### src/design/pced_pkg.sv
// ----------------------------------------------------------------------------
// pced_pkg
// shared types and constants of the prefix compressed entry decoder
// ----------------------------------------------------------------------------
package pced_pkg;

  localparam int unsigned       MAX_KEY_DEF   = 1024;
  localparam longint unsigned   MAX_VALUE_DEF = 65535;

  localparam int QDEPTH = 4;
  localparam int QAW    = 2;

  localparam logic [2:0] KIND_HEADER  = 3'd0;
  localparam logic [2:0] KIND_KEY     = 3'd1;
  localparam logic [2:0] KIND_VALUE   = 3'd2;
  localparam logic [2:0] KIND_DONE    = 3'd3;
  localparam logic [2:0] KIND_CORRUPT = 3'd4;

  typedef struct packed {
    logic [2:0]  kind;
    logic [10:0] prefix_len;
    logic [10:0] suffix_len;
    logic [15:0] val_len;
    logic [15:0] byte_pos;
    logic [7:0]  out_byte;
  } res_t;

  // one request: a full first result and an optional done or corrupt result
  typedef struct packed {
    logic       two;
    logic [2:0] second_kind;
    res_t       first;
  } bundle_t;

endpackage

### src/design/pced_front.sv
// ----------------------------------------------------------------------------
// pced_front
// varint and entry decode state; turns each byte into at most one request
// ----------------------------------------------------------------------------
module pced_front #(
  parameter int unsigned     MAX_KEY   = pced_pkg::MAX_KEY_DEF,
  parameter longint unsigned MAX_VALUE = pced_pkg::MAX_VALUE_DEF
) (
  input  logic              clk,
  input  logic              rst_n,
  input  logic              in_tvalid,
  output logic              in_tready,
  input  logic [7:0]        in_tdata,
  input  logic              in_tlast,
  input  logic              q_full,
  output logic              q_push,
  output pced_pkg::bundle_t q_wdata
);
  import pced_pkg::*;

  localparam int KW  = $clog2(MAX_KEY + 1);
  localparam int VLW = $clog2(MAX_VALUE + 1);
  localparam int CW  = (KW > VLW) ? KW : VLW;

  localparam logic [2:0] PH_SHARED   = 3'd0;
  localparam logic [2:0] PH_UNSHARED = 3'd1;
  localparam logic [2:0] PH_VALUE    = 3'd2;
  localparam logic [2:0] PH_KEY      = 3'd3;
  localparam logic [2:0] PH_DATA     = 3'd4;

  localparam logic [2:0] VARINT_MAX_BYTES = 3'd5;

  logic [2:0]     phase_r, phase_nxt;
  logic [31:0]    accum_r, accum_nxt;
  logic [2:0]     count_r, count_nxt;
  logic [KW-1:0]  key_length_r, key_length_nxt;
  logic [KW-1:0]  held_shared_r, held_shared_nxt;
  logic [KW-1:0]  held_unshared_r, held_unshared_nxt;
  logic [VLW-1:0] held_value_len_r, held_value_len_nxt;
  logic [CW-1:0]  bytes_done_r, bytes_done_nxt;
  logic           error_seen_r, error_seen_nxt;

  logic        accept;
  logic        bad;
  logic        done;
  logic        have0;
  logic        new_blk;
  logic [31:0] shifted;
  logic [31:0] v;
  logic [2:0]  cnt_inc;
  logic [CW-1:0] inc;
  bundle_t     bnd;

  assign in_tready = !q_full;
  assign accept    = in_tvalid && in_tready;
  assign q_push    = accept && have0;
  assign q_wdata   = bnd;

  always_comb begin
    case (count_r)
      3'd0:    shifted = 32'(in_tdata[6:0]);
      3'd1:    shifted = 32'(in_tdata[6:0]) << 7;
      3'd2:    shifted = 32'(in_tdata[6:0]) << 14;
      3'd3:    shifted = 32'(in_tdata[6:0]) << 21;
      3'd4:    shifted = 32'(in_tdata[6:0]) << 28;
      default: shifted = '0;
    endcase
  end

  assign v       = accum_r | shifted;
  assign cnt_inc = count_r + 3'd1;
  assign inc     = bytes_done_r + CW'(1);

  always_comb begin
    phase_nxt          = phase_r;
    accum_nxt          = accum_r;
    count_nxt          = count_r;
    key_length_nxt     = key_length_r;
    held_shared_nxt    = held_shared_r;
    held_unshared_nxt  = held_unshared_r;
    held_value_len_nxt = held_value_len_r;
    bytes_done_nxt     = bytes_done_r;
    error_seen_nxt     = error_seen_r;
    bad                = 1'b0;
    done               = 1'b0;
    have0              = 1'b0;
    new_blk            = 1'b0;
    bnd                = '0;
    bnd.second_kind    = KIND_DONE;

    if (error_seen_r) begin
      new_blk = in_tlast;
    end else begin
      case (phase_r)
        PH_SHARED, PH_UNSHARED, PH_VALUE: begin
          if (in_tdata[7]) begin
            accum_nxt = v;
            count_nxt = cnt_inc;
            if (cnt_inc >= VARINT_MAX_BYTES) begin
              bad = 1'b1;
            end
          end else begin
            accum_nxt = '0;
            count_nxt = '0;
            if (phase_r == PH_SHARED) begin
              if (v > 32'(key_length_r)) begin
                bad = 1'b1;
              end else begin
                held_shared_nxt = KW'(v);
                phase_nxt       = PH_UNSHARED;
              end
            end else if (phase_r == PH_UNSHARED) begin
              if (33'(held_shared_r) + 33'(v) > 33'(MAX_KEY)) begin
                bad = 1'b1;
              end else begin
                held_unshared_nxt = KW'(v);
                phase_nxt         = PH_VALUE;
              end
            end else begin
              if (33'(v) > 33'(MAX_VALUE)) begin
                bad = 1'b1;
              end else begin
                held_value_len_nxt       = VLW'(v);
                key_length_nxt           = held_shared_r + held_unshared_r;
                have0                    = 1'b1;
                bnd.first.kind           = KIND_HEADER;
                bnd.first.prefix_len     = 11'(held_shared_r);
                bnd.first.suffix_len     = 11'(held_unshared_r);
                bnd.first.val_len        = 16'(v);
                bytes_done_nxt           = '0;
                if (held_unshared_r != '0) begin
                  phase_nxt = PH_KEY;
                end else if (v != '0) begin
                  phase_nxt = PH_DATA;
                end else begin
                  done = 1'b1;
                end
              end
            end
          end
        end
        PH_KEY: begin
          have0              = 1'b1;
          bnd.first.kind     = KIND_KEY;
          bnd.first.byte_pos = 16'(held_shared_r) + 16'(bytes_done_r);
          bnd.first.out_byte = in_tdata;
          bytes_done_nxt     = inc;
          if (inc >= CW'(held_unshared_r)) begin
            bytes_done_nxt = '0;
            if (held_value_len_r != '0) begin
              phase_nxt = PH_DATA;
            end else begin
              done = 1'b1;
            end
          end
        end
        default: begin
          have0              = 1'b1;
          bnd.first.kind     = KIND_VALUE;
          bnd.first.byte_pos = 16'(bytes_done_r);
          bnd.first.out_byte = in_tdata;
          bytes_done_nxt     = inc;
          if (inc >= CW'(held_value_len_r)) begin
            done = 1'b1;
          end
        end
      endcase

      if (done) begin
        bnd.two         = 1'b1;
        bnd.second_kind = KIND_DONE;
        phase_nxt       = PH_SHARED;
        bytes_done_nxt  = '0;
      end

      // truncated entry
      if (!bad && in_tlast && (phase_nxt != PH_SHARED || count_nxt != '0)) begin
        bad = 1'b1;
      end

      if (bad) begin
        if (have0) begin
          bnd.two         = 1'b1;
          bnd.second_kind = KIND_CORRUPT;
        end else begin
          have0          = 1'b1;
          bnd.first.kind = KIND_CORRUPT;
        end
        if (in_tlast) begin
          new_blk = 1'b1;
        end else begin
          error_seen_nxt = 1'b1;
        end
      end else if (in_tlast) begin
        new_blk = 1'b1;
      end
    end

    if (new_blk) begin
      phase_nxt          = PH_SHARED;
      accum_nxt          = '0;
      count_nxt          = '0;
      key_length_nxt     = '0;
      held_shared_nxt    = '0;
      held_unshared_nxt  = '0;
      held_value_len_nxt = '0;
      bytes_done_nxt     = '0;
      error_seen_nxt     = 1'b0;
    end
  end

  always_ff @(posedge clk) begin
    if (!rst_n) begin
      phase_r          <= PH_SHARED;
      accum_r          <= '0;
      count_r          <= '0;
      key_length_r     <= '0;
      held_shared_r    <= '0;
      held_unshared_r  <= '0;
      held_value_len_r <= '0;
      bytes_done_r     <= '0;
      error_seen_r     <= 1'b0;
    end else if (accept) begin
      phase_r          <= phase_nxt;
      accum_r          <= accum_nxt;
      count_r          <= count_nxt;
      key_length_r     <= key_length_nxt;
      held_shared_r    <= held_shared_nxt;
      held_unshared_r  <= held_unshared_nxt;
      held_value_len_r <= held_value_len_nxt;
      bytes_done_r     <= bytes_done_nxt;
      error_seen_r     <= error_seen_nxt;
    end
  end

`ifndef SYNTHESIS
  a_no_push_after_error: assert property (@(posedge clk) disable iff (!rst_n)
    error_seen_r |-> !q_push)
    else $error("request pushed while dropping a corrupt block");

  a_key_index_in_range: assert property (@(posedge clk) disable iff (!rst_n)
    (phase_r == PH_KEY) |-> (bytes_done_r < CW'(held_unshared_r)))
    else $error("key byte index past unshared length");

  a_key_length_bound: assert property (@(posedge clk) disable iff (!rst_n)
    33'(key_length_r) <= 33'(MAX_KEY))
    else $error("key length above limit");

  a_last_starts_block: assert property (@(posedge clk) disable iff (!rst_n)
    (accept && in_tlast) |=> (phase_r == PH_SHARED && key_length_r == '0 &&
                              !error_seen_r && count_r == '0))
    else $error("last byte did not start a new block");
`endif

endmodule

### src/design/pced_queue.sv
// ----------------------------------------------------------------------------
// pced_queue
// short request queue between the decode front and the output back
// ----------------------------------------------------------------------------
module pced_queue (
  input  logic              clk,
  input  logic              rst_n,
  input  logic              push,
  input  pced_pkg::bundle_t wdata,
  output logic              full,
  input  logic              pop,
  output pced_pkg::bundle_t head,
  output logic              empty
);
  import pced_pkg::*;

  bundle_t        mem_r [QDEPTH];
  logic [QAW-1:0] wr_ptr_r, wr_ptr_nxt;
  logic [QAW-1:0] rd_ptr_r, rd_ptr_nxt;
  logic [QAW:0]   fill_r, fill_nxt;
  logic           do_push;
  logic           do_pop;

  assign full    = (fill_r == (QAW + 1)'(QDEPTH));
  assign empty   = (fill_r == '0);
  assign do_push = push && !full;
  assign do_pop  = pop && !empty;
  assign head    = mem_r[rd_ptr_r];

  always_comb begin
    wr_ptr_nxt = do_push ? wr_ptr_r + QAW'(1) : wr_ptr_r;
    rd_ptr_nxt = do_pop ? rd_ptr_r + QAW'(1) : rd_ptr_r;
    fill_nxt   = fill_r + (QAW + 1)'(do_push) - (QAW + 1)'(do_pop);
  end

  always_ff @(posedge clk) begin
    if (do_push) begin
      mem_r[wr_ptr_r] <= wdata;
    end
  end

  always_ff @(posedge clk) begin
    if (!rst_n) begin
      wr_ptr_r <= '0;
      rd_ptr_r <= '0;
      fill_r   <= '0;
    end else begin
      wr_ptr_r <= wr_ptr_nxt;
      rd_ptr_r <= rd_ptr_nxt;
      fill_r   <= fill_nxt;
    end
  end

endmodule

### src/design/pced_back.sv
// ----------------------------------------------------------------------------
// pced_back
// output side: sends the one or two results of each request in order
// ----------------------------------------------------------------------------
module pced_back (
  input  logic              clk,
  input  logic              rst_n,
  input  pced_pkg::bundle_t head,
  input  logic              empty,
  output logic              pop,
  output logic              out_tvalid,
  input  logic              out_tready,
  output logic [63:0]       out_tdata,
  output logic [2:0]        out_tuser,
  output logic              out_tlast
);
  import pced_pkg::*;

  logic sel_r, sel_nxt;
  logic out_acc;
  res_t cur;

  assign out_tvalid = !empty;
  assign out_acc    = out_tvalid && out_tready;
  assign pop        = out_acc && (sel_r || !head.two);

  always_comb begin
    if (sel_r) begin
      cur      = '0;
      cur.kind = head.second_kind;
    end else begin
      cur = head.first;
    end
  end

  assign out_tuser = cur.kind;
  assign out_tdata = {2'b00, cur.out_byte, cur.byte_pos, cur.val_len,
                      cur.suffix_len, cur.prefix_len};
  assign out_tlast = sel_r || !head.two;

  always_comb begin
    sel_nxt = sel_r;
    if (pop) begin
      sel_nxt = 1'b0;
    end else if (out_acc) begin
      sel_nxt = 1'b1;
    end
  end

  always_ff @(posedge clk) begin
    if (!rst_n) begin
      sel_r <= 1'b0;
    end else begin
      sel_r <= sel_nxt;
    end
  end

endmodule

### src/design/prefix_compressed_entry_decoder.sv
// ----------------------------------------------------------------------------
// prefix_compressed_entry_decoder
// decodes the entry region of a sorted-table block into header, key byte,
// value byte, entry done and corrupt results
//
//   channel  dir  tdata                              tuser  tlast
//   in_      in   data_byte[7:0]                     -      last_byte
//   out_     out  prefix_len, suffix_len,            kind   run_last
//                 val_len, byte_pos, out_byte
//
// one byte is accepted per cycle while the four-entry request queue has room
// a byte that causes two results sends them as two separate output transfers,
// so the sustained rate is set by the output port at one result per cycle
// while out_tready is high; in_tready drops only when the queue is full;
// output stalls never reach the decode state directly
// synchronous reset clears the decode state and queue, giving an empty key
// ----------------------------------------------------------------------------
module prefix_compressed_entry_decoder #(
  parameter int unsigned     MAX_KEY   = pced_pkg::MAX_KEY_DEF,
  parameter longint unsigned MAX_VALUE = pced_pkg::MAX_VALUE_DEF
) (
  input  logic        clk,
  input  logic        rst_n,
  input  logic        in_tvalid,
  output logic        in_tready,
  input  logic [7:0]  in_tdata,   // data_byte
  input  logic        in_tlast,
  output logic        out_tvalid,
  input  logic        out_tready,
  output logic [63:0] out_tdata,  // prefix_len, suffix_len, val_len, byte_pos, out_byte
  output logic [2:0]  out_tuser,  // kind
  output logic        out_tlast
);
  import pced_pkg::*;

  logic    q_push;
  logic    q_full;
  logic    q_pop;
  logic    q_empty;
  bundle_t q_wdata;
  bundle_t q_head;

  pced_front #(
    .MAX_KEY   (MAX_KEY),
    .MAX_VALUE (MAX_VALUE)
  ) u_front (
    .clk       (clk),
    .rst_n     (rst_n),
    .in_tvalid (in_tvalid),
    .in_tready (in_tready),
    .in_tdata  (in_tdata),
    .in_tlast  (in_tlast),
    .q_full    (q_full),
    .q_push    (q_push),
    .q_wdata   (q_wdata)
  );

  pced_queue u_queue (
    .clk   (clk),
    .rst_n (rst_n),
    .push  (q_push),
    .wdata (q_wdata),
    .full  (q_full),
    .pop   (q_pop),
    .head  (q_head),
    .empty (q_empty)
  );

  pced_back u_back (
    .clk        (clk),
    .rst_n      (rst_n),
    .head       (q_head),
    .empty      (q_empty),
    .pop        (q_pop),
    .out_tvalid (out_tvalid),
    .out_tready (out_tready),
    .out_tdata  (out_tdata),
    .out_tuser  (out_tuser),
    .out_tlast  (out_tlast)
  );

endmodule
### config.mk
export PLATFORM = sky130hd
export DESIGN_NAME = prefix_compressed_entry_decoder
export DESIGN_NICKNAME = d
export VERILOG_FILES = /design/src/design/pced_pkg.sv /design/src/design/pced_front.sv /design/src/design/pced_queue.sv /design/src/design/pced_back.sv /design/src/design/prefix_compressed_entry_decoder.sv
export SDC_FILE = /design/constraint.sdc
export NUM_CORES = 1
export LEC_CHECK = 0
export BUFFER_PORTS_ARGS = -buffer_cell sky130_fd_sc_hd__buf_2
export CELL_PAD_IN_SITES_DETAIL_PLACEMENT = 0
export CELL_PAD_IN_SITES_GLOBAL_PLACEMENT = 1
export CORE_UTILIZATION = 30
export CTS_CLUSTER_DIAMETER = 30
export CTS_CLUSTER_SIZE = 14
export DETAILED_ROUTE_END_ITERATION = 7
export PLACE_DENSITY = 0.57
export SLEW_MARGIN = 20
export SYNTH_ARGS = -nofsm -noshare
export SYNTH_HDL_FRONTEND = slang
export SYNTH_HIERARCHICAL = 1
export SYNTH_SLANG_ARGS = --single-unit
### constraint.sdc
create_clock -name clk -period 9.05 [get_ports clk]
set_input_delay 0 -clock clk [delete_from_list [all_inputs] [get_ports clk]]
set_output_delay 0 -clock clk [all_outputs]
set_load 0.05 [all_outputs]
; ---- Yosys cells after proc, flatten, opt, wreduce, memory -nomap -nowiden
; Memory sizes are Yosys's and may differ from the RTL's. A register that Yosys moved wholly into a read port is not among the register bits.
; Index checks and enable logic that the tools add are counted.
[op_classes]
muxes = 114
n_addsub = 9
bitwise_logic = 2
reduce_logical = 33
n_eq_ne = 19
order_cmp = 6
[op_table]
columns = cell, count
row1 = 16-bit two-way mux, 15
row2 = 11-bit two-way mux, 20
row3 = 32-bit one-hot mux with 5 select lines, 1
row4 = 32-bit two-way mux, 4
row5 = 41-bit two-way mux, 3
row6 = 38-bit two-way mux, 2
row7 = 69-bit two-way mux, 1
row8 = 65-bit two-way mux, 1
row9 = 3-bit two-way mux, 20
row10 = 24-bit one-hot mux with 2 select lines, 1
row11 = 1-bit two-way mux, 37
row12 = 11-bit by 32-bit adder with 33-bit output, 1
row13 = "33-bit by 11-bit greater-than comparator with 1-bit output, second input constant", 1
row14 = 32-bit by 11-bit greater-than comparator with 1-bit output, 1
row15 = "32-bit by 16-bit greater-than comparator with 1-bit output, second input constant", 1
row16 = 32-bit bitwise OR, 1
row17 = 16-bit one-hot mux with 2 select lines, 1
row18 = 32-bit nonzero test, 1
row19 = 11-bit by 16-bit adder with 16-bit output, 1
row20 = "16-bit by 1-bit adder with 16-bit output, second input constant", 1
row21 = 16-bit by 11-bit greater-or-equal comparator with 1-bit output, 1
row22 = 16-bit greater-or-equal comparator, 1
row23 = 16-bit nonzero test, 1
row24 = 7-bit AND reduction, 2
row25 = 31 further kinds, 64
[word_totals]
memories = 1
mem_bits_rw = 276
input_bits = 13
reg_bits = 112
[memory_table]
columns = memory, words, word_bits, read_ports, rd_clocked_by_memory_dff, wr, line_no
row1 = u_queue.mem_r, 4, 69, 1, 1, 1, pced_queue.sv:17  ; bundle_t mem_r [QDEPTH];

; ---- Logic depth before layout (Yosys ltp)
; Gate-level depths: netlist of run 1.
[depth]
depth_word = 25
ltp_mapped = 30
mapped_depth_nobuf = 28

; ---- Cells and area by module
; Netlist of run 1, hierarchy kept.
[modules_own_cells]
columns = module, instances, area_each_um2, cells_per_inst
row1 = pced_queue, 1, 10436.3, 411
row2 = pced_front, 1, 8811.0, 1138
row3 = pced_back, 1, 555.5, 83

; ---- Worst setup path before layout of run 1
; OpenSTA, ideal clock, no wires.
[synth_path]
path_kind = flip-flop to flip-flop
start = reg u_front.count_r[0]
end = mem u_queue/mem_r[0][0] (netlist name) (enable)
path_stages_with_launch = 23
setup_time_ns = 0.435
path_buffers = 2
arrival_ns = 6.189
required_time_ns = 8.615
setup_slack_ns = 2.426
synth_period_minus_slack_ns = 6.624
cell_sequence = dfxtp_1 inv_1 ha_1 clkbuf_1 nor2b_1 a21o_1 ha_1 inv_1 fa_1 nand2b_1 a21o_1 a211o_1 a21oi_1 mux2i_1 nand2b_1 nor4b_1 nand4bb_1 a21oi_2 o31ai_2 a31oi_1 nor2b_1 clkbuf_1 and2_1
[synth_via]
elab_chain_cells = 25
word_cells_on_any_way = 65
cone_classes = add/sub (2) / order compare (4) / eq/ne (4) / mux (44) / bitwise (1) / reduce/logical (10)
[synth_rtl]
columns = item, line_no
row1 = "start, declared", pced_front.sv:35  ; logic [2:0] count_r, count_nxt;
row2 = "start signal, assigned", pced_front.sv:226  ; count_r <= count_nxt;
row3 = "parallel branches: the longest is 19 deep, another holds 11-bit by 32-bit adder with 33-bit output", n/a
row4 = 1-bit two-way mux *, pced_front.sv:181  ; if (bad) begin
row5 = 1-bit two-way mux *, pced_front.sv:91  ; if (error_seen_r) begin
row6 = 1-bit logical AND *, pced_front.sv:56  ; assign q_push = accept && have0;
row7 = named net q_push, prefix_compressed_entry_decoder.sv:36  ; logic q_push;
row8 = 1-bit logical AND *, pced_queue.sv:26  ; assign do_push = push && !full;
row9 = 1-bit two-way mux *, pced_queue.sv:37  ; if (do_push) begin
row10 = 1-bit two-way mux (not written as such) *, pced_queue.sv:38  ; mem_r[wr_ptr_r] <= wdata;
row11 = "end, declared", pced_queue.sv:17
; Mark *: on every way through the listed nets, which the timed path passes. The select of a mux whose other input is x is not followed.

; ---- Worst setup path in the final report of run 1
[layout_path]
start = reg u_front.count_r[0]
end = mem u_queue/mem_r[2][10] (netlist name) (enable)
; The elaborated chain is that of the path after synthesis.

==> results of run 1 <==
synthesized netlist by cell type, drive strengths merged (11+ instances only):
master / instances
nor4: 14
or3: 19
edfxtp: 276
nand4: 15
a21o: 25
a22o: 11
a31oi: 14
a21oi: 78
nand3b: 11
and2: 30
ha: 82
o21bai: 14
nor2b: 150
a21boi: 24
buf: 39
a22oi: 65
nand3: 33
clkbuf: 50
nor2: 85
o211ai: 12
nand2: 71
xor2: 20
dfxtp: 114
xnor2: 31
nor3: 22
and3: 17
inv: 86
mux4: 69
o21ai: 49
worst max-delay path: stages (launching register included):
cell and delay (ps):
dfxtp_1 360, inv_1 140, ha_1 460, nor2b_1 590, a21o_1 290, ha_1 200
inv_1 60, fa_1 390, nand2b_1 190, a21o_1 220, a211o_1 320, a21oi_1 280
mux2i_1 290, nand2b_1 90, nor4b_1 380, nand4bb_1 340, a21oi_2 310, o31ai_2 110
a31oi_1 200, nor2b_1 460, and2_4 900, buf_4 370
placed cells by master (no fill, tap or decap), drive strengths merged, types with 69 or more instances in the layout:
| cell type | Yosys | layout |
|---|---|---|
| edfxtp | 276 | 276 |
| nor2b | 150 | 150 |
| dfxtp | 114 | 114 |
| clkbuf | 50 | 111 |
| buf | 39 | 102 |
| inv | 86 | 94 |
| nor2 | 85 | 85 |
| ha | 82 | 82 |
| a21oi | 78 | 78 |
| nand2 | 71 | 71 |
| mux4 | 69 | 69 |
power groups by stage:
stage | clock [mW] | combinational (mW) | sequential, mW
5_1_grt | 3.53 | 1.14 | 2.08
4_1_cts | 3.44 | 1.08 | 2.07
2_1_floorplan | 0 | 0.824 | 2.08
3_5_place_dp | 0 | 1.08 | 2.10
6_report | 3.38 | 1.06 | 2.07
3_3_place_gp | 0 | 1.08 | 2.10
layer usage:
| layer | wire length [um] | track usage, % | vias up |
|---|---|---|---|
| met2 | 26800 | 27.6 | 344 |
| met4 | 1560 | 6.16 | 2 |
| met3 | 3000 | 4.13 | 106 |
| li1 | - | - | 6354 |
| met1 | 25000 | 21.9 | 6637 |
| met5 | 13 | 0 | - |
stage by stage:
| stage | instances | util [%] | total power, mW | area, sq um | setup slack (ps) |
|---|---|---|---|---|---|
| floorplan | 1633 | - | 2.90 | 19800 | 2430 |
| global placement | 2501 | 32.4 | 3.17 | 21000 | 2020 |
| detailed placement | 2501 | 32.4 | 3.18 | 21000 | 1730 |
| CTS | 2678 | 37.5 | 6.59 | 24300 | 1740 |
| global route | 2678 | 37.5 | 6.74 | 24300 | 1310 |
| finish | 2678 | 37.5 | 6.51 | 24300 | 1780 |
flip-flops by register name (all words and copies together) (netlist names), named ones only:
register and count:
u_queue/mem_r 276, u_front/accum_r 32, u_front/bytes_done_r 16, u_front/held_value_len_r 16, u_front/held_shared_r 11, u_front/held_unshared_r 11
u_front/key_length_r 11, u_front/count_r 3, u_front/phase_r 3, u_queue/fill_r 3, u_queue/rd_ptr_r 2, u_queue/wr_ptr_r 2
u_back/sel_r 1, u_front/error_seen_r 1
path summary, 6_finish.rpt:
kind / endpoint / start / cells after the start
worst max-delay path: u_queue/mem_r[2][10] / u_front/count_r[0] / 21
worst max register to register: u_queue/mem_r[2][10] / u_front/count_r[0] / 21
worst min register to register: flop / u_queue/rd_ptr_r[0] / 2
worst min-delay path: u_queue/mem_r[3][2] / in_tdata[2] / 2
logic make-up (layout without fill, tap and decap cells):
| family | after synthesis | count (layout) |
|---|---|---|
| buf+inv | 175 | 365 |
| other cells | 1 | 2 |
| compound gates | 339 | 339 |
| xor+xnor | 51 | 51 |
| fa+ha+maj | 86 | 86 |
| mux | 86 | 86 |
| simple gates | 504 | 504 |
| flops | 390 | 390 |
layout make-up:
| type | instances | area [sq um] | share of cell area, % |
|---|---|---|---|
| flip-flops and latches | 390 | 10600 | 43.5 |
| multi-input cells | 1068 | 8480 | 34.8 |
| clock buffers | 111 | 2490 | 10.3 |
| well taps | 855 | 1070 | 4.40 |
| clock inverters | 60 | 766 | 3.15 |
| repair buffers | 108 | 626 | 2.57 |
| inverters | 86 | 323 | 1.33 |
==> flow_summary.yaml, run 1 <==
logic_synthesis:
  synth_xor_area_share_pct: 2.26
  synthMuxAreaShare_pct: 8.77
  synthFlopType: "edfxtp_1"
  syn_area_per_cell_sq_um: 12.1
  synth_compound_area_share_pct: 11.8
  async_flop_share_pct: 0
  synth_edf_count: 276
  yosysSeqAreaShare_pct: 53.4
  syn_inst: 1632
  synth_top_family_by_area: "simple AND/OR/NAND/NOR gates"
  synth_simple_gate_area_share_pct: 14.3
  ys_types: 88
  synth_adder_area_share_pct: 5.59
  synthTopCellsByArea: "edfxtp_1 42%, dfxtp_1 12%, mux4_2 7.8%"
  netlist_area_sq_mm: 0.0198
  synth-seq-cells: 390
  synth_top_area_cell: "edfxtp_1"
  synth_top_area_share_pct: 41.9
  yosysWarningCount: 6
power:
  power_density_mw_per_mm2: 267
  ir_worst_vdd_uv: 141
  pwr-share-clk_pct: 51.9
  p_comb_share_pct: 16.3
  internal_power_mw: 4.62
  p_leak_nw: 8.90
  share_seq_of_total_power_pct: 31.8
  p_sw_mw: 1.89
  switching_share_pct: 29.0
critical_path:
  path_max_fanout: 59
  crit_required_ps: 9370
  crit_type: "reg -> reg"
  reg2reg_slack_ps: 1780
  cp.arrival_ps: 7590
  crit_path_end_kind: "flop"
  start_kind: "flop"
layout:
  final_layout_size_suffix_gt1_share_pct: 20.2
  final_nets: 1845
  num_antenna_cells: 0
  areaGrowthSynthToFinish_pct: 22.9
  fill_cells: 6238
timing:
  holdWs_ps: 42.8
  hold_violations: 0
  skew_ps: 50.6
  timing.fmax_ghz: 0.138
  max_slew_margin_pct: 29.1
  min_period_ps: 7270
  rsz0062_at_grt: "no"
  tightest_slew_ps: 1060
  timing.final.crit_share_pct: 80.3
  finalSetupViolCount: 0
  tns_ps: 0
  slew_viol_final: 0
placement:
  numPortBuffers: 80
  dp_hpwl_mm: 38.5
  globalplace.congestion: 0.844
die:
  dieArea_sq_mm: 0.0670
  initial_utilization_pct: 30.6
  rows: 93
  die_h_um: 259
  coreArea_sq_mm: 0.0648
  io_pins: 83
  fp.dieW_um: 259
status:
  status: "finished clean"
clock_tree:
  htree_num_levels: 3
  post_cts.repair.setup_buffers: 0
  cts_tree: "yes"
  clockBufferDepth: 3
  cts-root-buf: "clkbuf_16"
  cts.clk_slew.worst_paths_ps: 50
  numCtsBuffers: 92
  cts_hold_buf: 6
  cts.sinks: 390
  ctsResizeCount: 0
  clk_latency_ps: 640
route:
  wl_mm: 56.4
  ant_nets: 0
  via_per_inst: 5.02
  first_pass_iters: 6
  wl_per_cell_um: 21.1
  detail_route.iter0.violations: 820
  drc: 0
  vias: 13400
global_routing:
  antenna_found_initial: 2
  grt_pass1_wl_mm: 86.4
  grt_max_degree: 115
  overflow: 0
  grtUsageTotal_pct: 17.0
  grt_pass1_vias: 14200
job:
  maxCapViolations: 0
worst_hold_path:
  hold_class: "in -> reg"
No activity file was read; power rests on OpenSTA's default activity.
==> run 2: changes to the inputs <==
Clock period 9.05 ns to 6.7 ns, I/O delays scaled along.
==> run 2 against run 1 <==
  * Register-to-register slack worse by 1400 ps
  * Sequential power up 35%
  * Count of clock-buffer cells in the layout shrank 3
  * Clock power is 39% higher
  * Largest power group unchanged
  * Combinational power is 42% higher
  * Via count grew 2.4%
  * Maximum frequency grew 16%
  * Hold slack worse by 7.0 ps
  * Global-route usage fell by 0.084 points
  * Highest routed layer unchanged
==> flow_summary.yaml, run 2 (synthesized netlist as in run 1, its figures left out) <==
timing:
  slew_viol_final: 0
  finalSetupViolCount: 0
  holdWs_ps: 35.8
  max_slew_margin_pct: 38.0
  tightest_slew_ps: 926
  setup_ws_ps: 427
  hold_violations: 0
  rsz0062_at_grt: "no"
  timing.fmax_ghz: 0.159
  min_period_ps: 6270
  tns_ps: 0
  skew_ps: 27.4
  timing.final.crit_share_pct: 93.6
placement:
  numPortBuffers: 80
  dp_hpwl_mm: 38.8
  dp_cells: 2544
  globalplace.congestion: 0.854
  place_ws_ps: 252
critical_path:
  crit_type: "reg -> reg"
  start_kind: "flop"
  path_max_fanout: 11
  cp_slowest_cell: "or4b_4"
  crit_required_ps: 7210
  r2r_cells: 28
  crit_path_end_kind: "flop"
  cp.arrival_ps: 6790
  slowest_delay_ps: 510
  crit_top_cell: "inv_1"
die:
  coreArea_sq_mm: 0.0648
  io_pins: 83
  rows: 93
  dieArea_sq_mm: 0.0670
  fp.dieW_um: 259
  die_h_um: 259
  initial_utilization_pct: 30.6
route:
  wl_per_cell_um: 20.4
  vias: 13800
  drc: 0
  wl_mm: 55.9
  ant_nets: 0
  first_pass_iters: 5
  via_per_inst: 5.03
  detail_route.iter0.violations: 1001
global_routing:
  overflow: 0
  antenna_found_initial: 1
  grt_pass1_vias: 14200
  grt_max_degree: 115
  grt_pass1_wl_mm: 86.1
  grtUsageTotal_pct: 16.9
power:
  p_leak_nw: 9.20
  pwr-share-clk_pct: 52.3
  power_density_mw_per_mm2: 362
  ir_worst_vdd_uv: 177
  finalPower_mw: 8.99
  p_comb_share_pct: 16.7
  internal_power_mw: 6.43
  share_seq_of_total_power_pct: 31.0
  p_sw_mw: 2.57
  switching_share_pct: 28.5
worst_hold_path:
  holdPathStages: 3
  hold_class: "in -> reg"
layout:
  areaGrowthSynthToFinish_pct: 25.4
  layout_common_cells: "276 x edfxtp_1, 148 x nor2b_1, 111 x dfxtp_1"
  reg.largest.list: "u_queue/mem_r (276), u_front/accum_r (32)"
  fill_cells: 6195
  final_nets: 1895
  regArea_sq_mm: 0.0106
  instances_no_fill: 2735
  final_layout_size_suffix_gt1_share_pct: 22.3
  layout_commonest_cell: "edfxtp_1"
  regMostFlops: "u_queue/mem_r"
  largest_reg_flops: 276
  multi_input_area_sq_mm: 0.00848
clock_tree:
  cts_tree: "yes"
  clk_latency_ps: 620
  cts-root-buf: "clkbuf_16"
  htree_num_levels: 3
  numCtsBuffers: 98
  clockBufferDepth: 3
  cts.sinks: 390
  cts.clk_slew.worst_paths_ps: 40
status:
  status: "finished clean"
job:
  maxCapViolations: 0
run 2: critical path, delay by kind of cell, from the launching register on:
kind / cells / cell delay, ps
AOI/OAI and AO/OA: 7 / 1620
xor gates and xnor gates: 3 / 450
adders and majority gates: 5 / 1460
buffers and inverters: 6 / 580
DFF: 1 / 380
and+or+nand+nor: 7 / 1660
run 2: layout make-up:
| class | count | share of cell area [%] |
|---|---|---|
| clock inverter | 75 | 3.47 |
| multi-input combinational | 1068 | 34.2 |
| antenna | 1 | 0.0101 |
| inverter | 86 | 1.30 |
| clock buffer | 108 | 10.1 |
| sequential | 390 | 42.6 |
| tap | 855 | 4.31 |
| timing repair buffer | 152 | 4.06 |
run 2: worst paths after layout:
path / startpoint / end / slack [ps]
setup / recovery: u_front/count_r[1] / u_queue/fill_r[2] / 430
hold / removal: in_tdata[7] / u_queue/mem_r[2][64] / 40
setup reg to reg: u_front/count_r[1] / u_queue/fill_r[2] / 430
hold reg to reg: u_queue/rd_ptr_r[0] / flop / 500
run 2: timing repair:
item	in CTS	in global routing
setup buffers	0	1
hold buffers	6	0
endpoints found under the hold margin	9	0
resized for setup	0	2
endpoints found under the setup margin	0	1
run 2: power groups by stage:
stage          Clock, mW  Combinational [mW]  Sequential, mW
3_5_place_dp           0                1.52            2.83
5_1_grt             4.94                1.61            2.80
2_1_floorplan          0                1.11            2.81
4_1_cts             4.80                1.53            2.79
3_3_place_gp           0                1.52            2.82
6_report            4.71                1.50            2.79
run 2: metal layers:
| layer | global-route usage [%] | wire length (um) | up-vias |
|---|---|---|---|
| met5 | 0 | 13 | - |
| met1 | 21.9 | 24600 | 6827 |
| met4 | 6.82 | 1740 | 2 |
| li1 | - | - | 6469 |
| met3 | 3.40 | 2700 | 103 |
| met2 | 27.6 | 26800 | 361 |
run 2: metrics by stage:
step / utilization [%] / instance area [sq um]
after floorplan: - / 19800
after global placement: 33.0 / 21400
after detailed placement: 33.0 / 21400
after CTS: 38.3 / 24800
after global routing: 38.3 / 24800
final: 38.3 / 24800
==> run 3: changes to the inputs <==
Settings changed: CELL_PAD_IN_SITES_DETAIL_PLACEMENT 0 to unset, CELL_PAD_IN_SITES_GLOBAL_PLACEMENT 1 to unset, PLACE_DENSITY 0.57 to 0.5.
==> run 3 against run 2 <==
  * Global-route usage fell by 0.26 points
  * Utilization is 0.57 points lower
  * Combinational power hardly changed
  * Wire length decreased by 0.67%
  * Total power shrank 4.4%
  * Register-to-register slack better by 20 ps
  * Clock power fell by 8.3%
  * Worst setup slack better by 17 ps
  * Largest power group unchanged
  * Highest routed layer is now met4
==> flow_summary.yaml, run 3 (synthesized netlist as in run 1, its figures left out) <==
global_routing:
  grt_pass1_wl_mm: 85.2
  overflow: 0
  grt_max_degree: 110
  antenna_found_initial: 0
  grt_pass1_vias: 13900
  grtUsageTotal_pct: 16.6
status:
  status: "finished clean"
clock_tree:
  clk_latency_ps: 640
  cts_tree: "yes"
  htree_num_levels: 3
  clockBufferDepth: 3
  cts.clk_slew.worst_paths_ps: 50
  cts.sinks: 390
  numCtsBuffers: 93
  cts-root-buf: "clkbuf_16"
timing:
  skew_ps: 31.9
  rsz0062_at_grt: "no"
  slew_viol_final: 0
  setup_ws_ps: 443
  max_slew_margin_pct: 28.2
  timing.fmax_ghz: 0.160
  min_period_ps: 6260
  holdWs_ps: 33.3
  tns_ps: 0
  finalSetupViolCount: 0
  tightest_slew_ps: 1070
  timing.final.crit_share_pct: 93.4
  hold_violations: 0
route:
  vias: 13800
  via_per_inst: 5.09
  wl_per_cell_um: 20.5
  drc: 0
  ant_nets: 0
  wl_mm: 55.5
  detail_route.iter0.violations: 956
  first_pass_iters: 5
critical_path:
  r2r_start: "u_front/count_r[0]"
  slowest_delay_ps: 400
  cp.arrival_ps: 6780
  crit_required_ps: 7220
  crit_type: "reg -> reg"
  path_max_fanout: 7
  start_kind: "flop"
  worstSetupStartpoint: "u_front/count_r[0]"
  cp_slowest_cell: "fa_1"
  crit_top_cell: "inv_1"
  crit_path_end_kind: "flop"
placement:
  dp_hpwl_mm: 38.4
  place_ws_ps: 263
  numPortBuffers: 80
  globalplace.congestion: 0.939
die:
  die_h_um: 259
  rows: 93
  io_pins: 83
  dieArea_sq_mm: 0.0670
  fp.dieW_um: 259
  coreArea_sq_mm: 0.0648
  initial_utilization_pct: 30.6
layout:
  final_layout_size_suffix_gt1_share_pct: 20.6
  fill_cells: 6229
  layout_common_cells: "276 x edfxtp_1, 147 x nor2b_1, 111 x dfxtp_1"
  largest_reg_flops: 276
  final_nets: 1867
  reg.largest.list: "u_queue/mem_r (276), u_front/accum_r (32)"
  regMostFlops: "u_queue/mem_r"
  layout_commonest_cell: "edfxtp_1"
  utilization_pct: 37.8
  areaGrowthSynthToFinish_pct: 23.6
worst_hold_path:
  min_from: "in_tdata[6]"
  hold_class: "in -> reg"
power:
  ir_worst_vdd_uv: 203
  finalPower_mw: 8.60
  power_density_mw_per_mm2: 351
  p_leak_nw: 8.97
job:
  maxCapViolations: 0
[run 3: cell types whose count changed in the layout (fill, tap and decap cells not counted), moves of 4 or more]
cell,delta
buf_4,-27
bufinv_16,-7
clkbuf_1,+6
clkbuf_16,-4
clkinv_1,+4
clkinv_16,+4
clkinvlp_4,-7
[run 3: power by group]
part / internal [mW] / switching (mW) / leakage [nW]
Clock: 2.88 / 1.44 / 1.49
Combinational: 0.442 / 1.03 / 3.89
Sequential: 2.73 / 0.0729 / 3.58
[run 3: final timing paths]
kind	to	cells past startpoint	slack, ps
worst min register to register	u_front/held_value_len_r[15]	2	500
worst min-delay path	u_queue/mem_r[0][6]	2	30
worst max-delay path	u_queue/fill_r[2]	29	440
worst max register to register	u_queue/fill_r[2]	29	440
[run 3: timing repair]
item	in CTS	in global routing
hold buffers	8	0
setup endpoints to repair	0	1
gates resized for setup	0	6
buffers inserted	0	2
endpoints found under the hold margin	20	0
[run 3: layout make-up]
class	instances	area, sq um	share of cell area [%]
tap	855	1070	4.37
antenna	1	2.50	0.0102
clock buffer	110	2430	9.94
sequential	390	10600	43.2
timing repair buffer	129	876	3.58
inverter	86	323	1.32
multi-input combinational	1068	8510	34.8
clock inverter	64	677	2.77
[run 3: critical path, delay by kind of cell, from the launching register on]
family          cells  cell delay (ps)
mux                 1              270
xor+xnor            2              280
buf+inv             6              600
simple gates        8             1670
fa+ha+maj           6             1490
flops               1              360
compound gates      6             1490
[run 3: layer usage]
| layer | up-vias | track usage (%) | part of all wire [%] |
|---|---|---|---|
| li1 | 6409 | - | - |
| met3 | 91 | 3.22 | 4.8 |
| met1 | 6856 | 22.0 | 45 |
| met4 | 0 | 5.31 | 1.9 |
| met2 | 394 | 27.4 | 48 |
| met5 | - | 0 | 0 |
[run 3: through the flow]
step                instances  cell area, sq um
floorplan                1633             19800
global placement         2518             21200
detailed placement       2518             21200
CTS                      2700             24400
global route             2702             24500
finish                   2703             24500
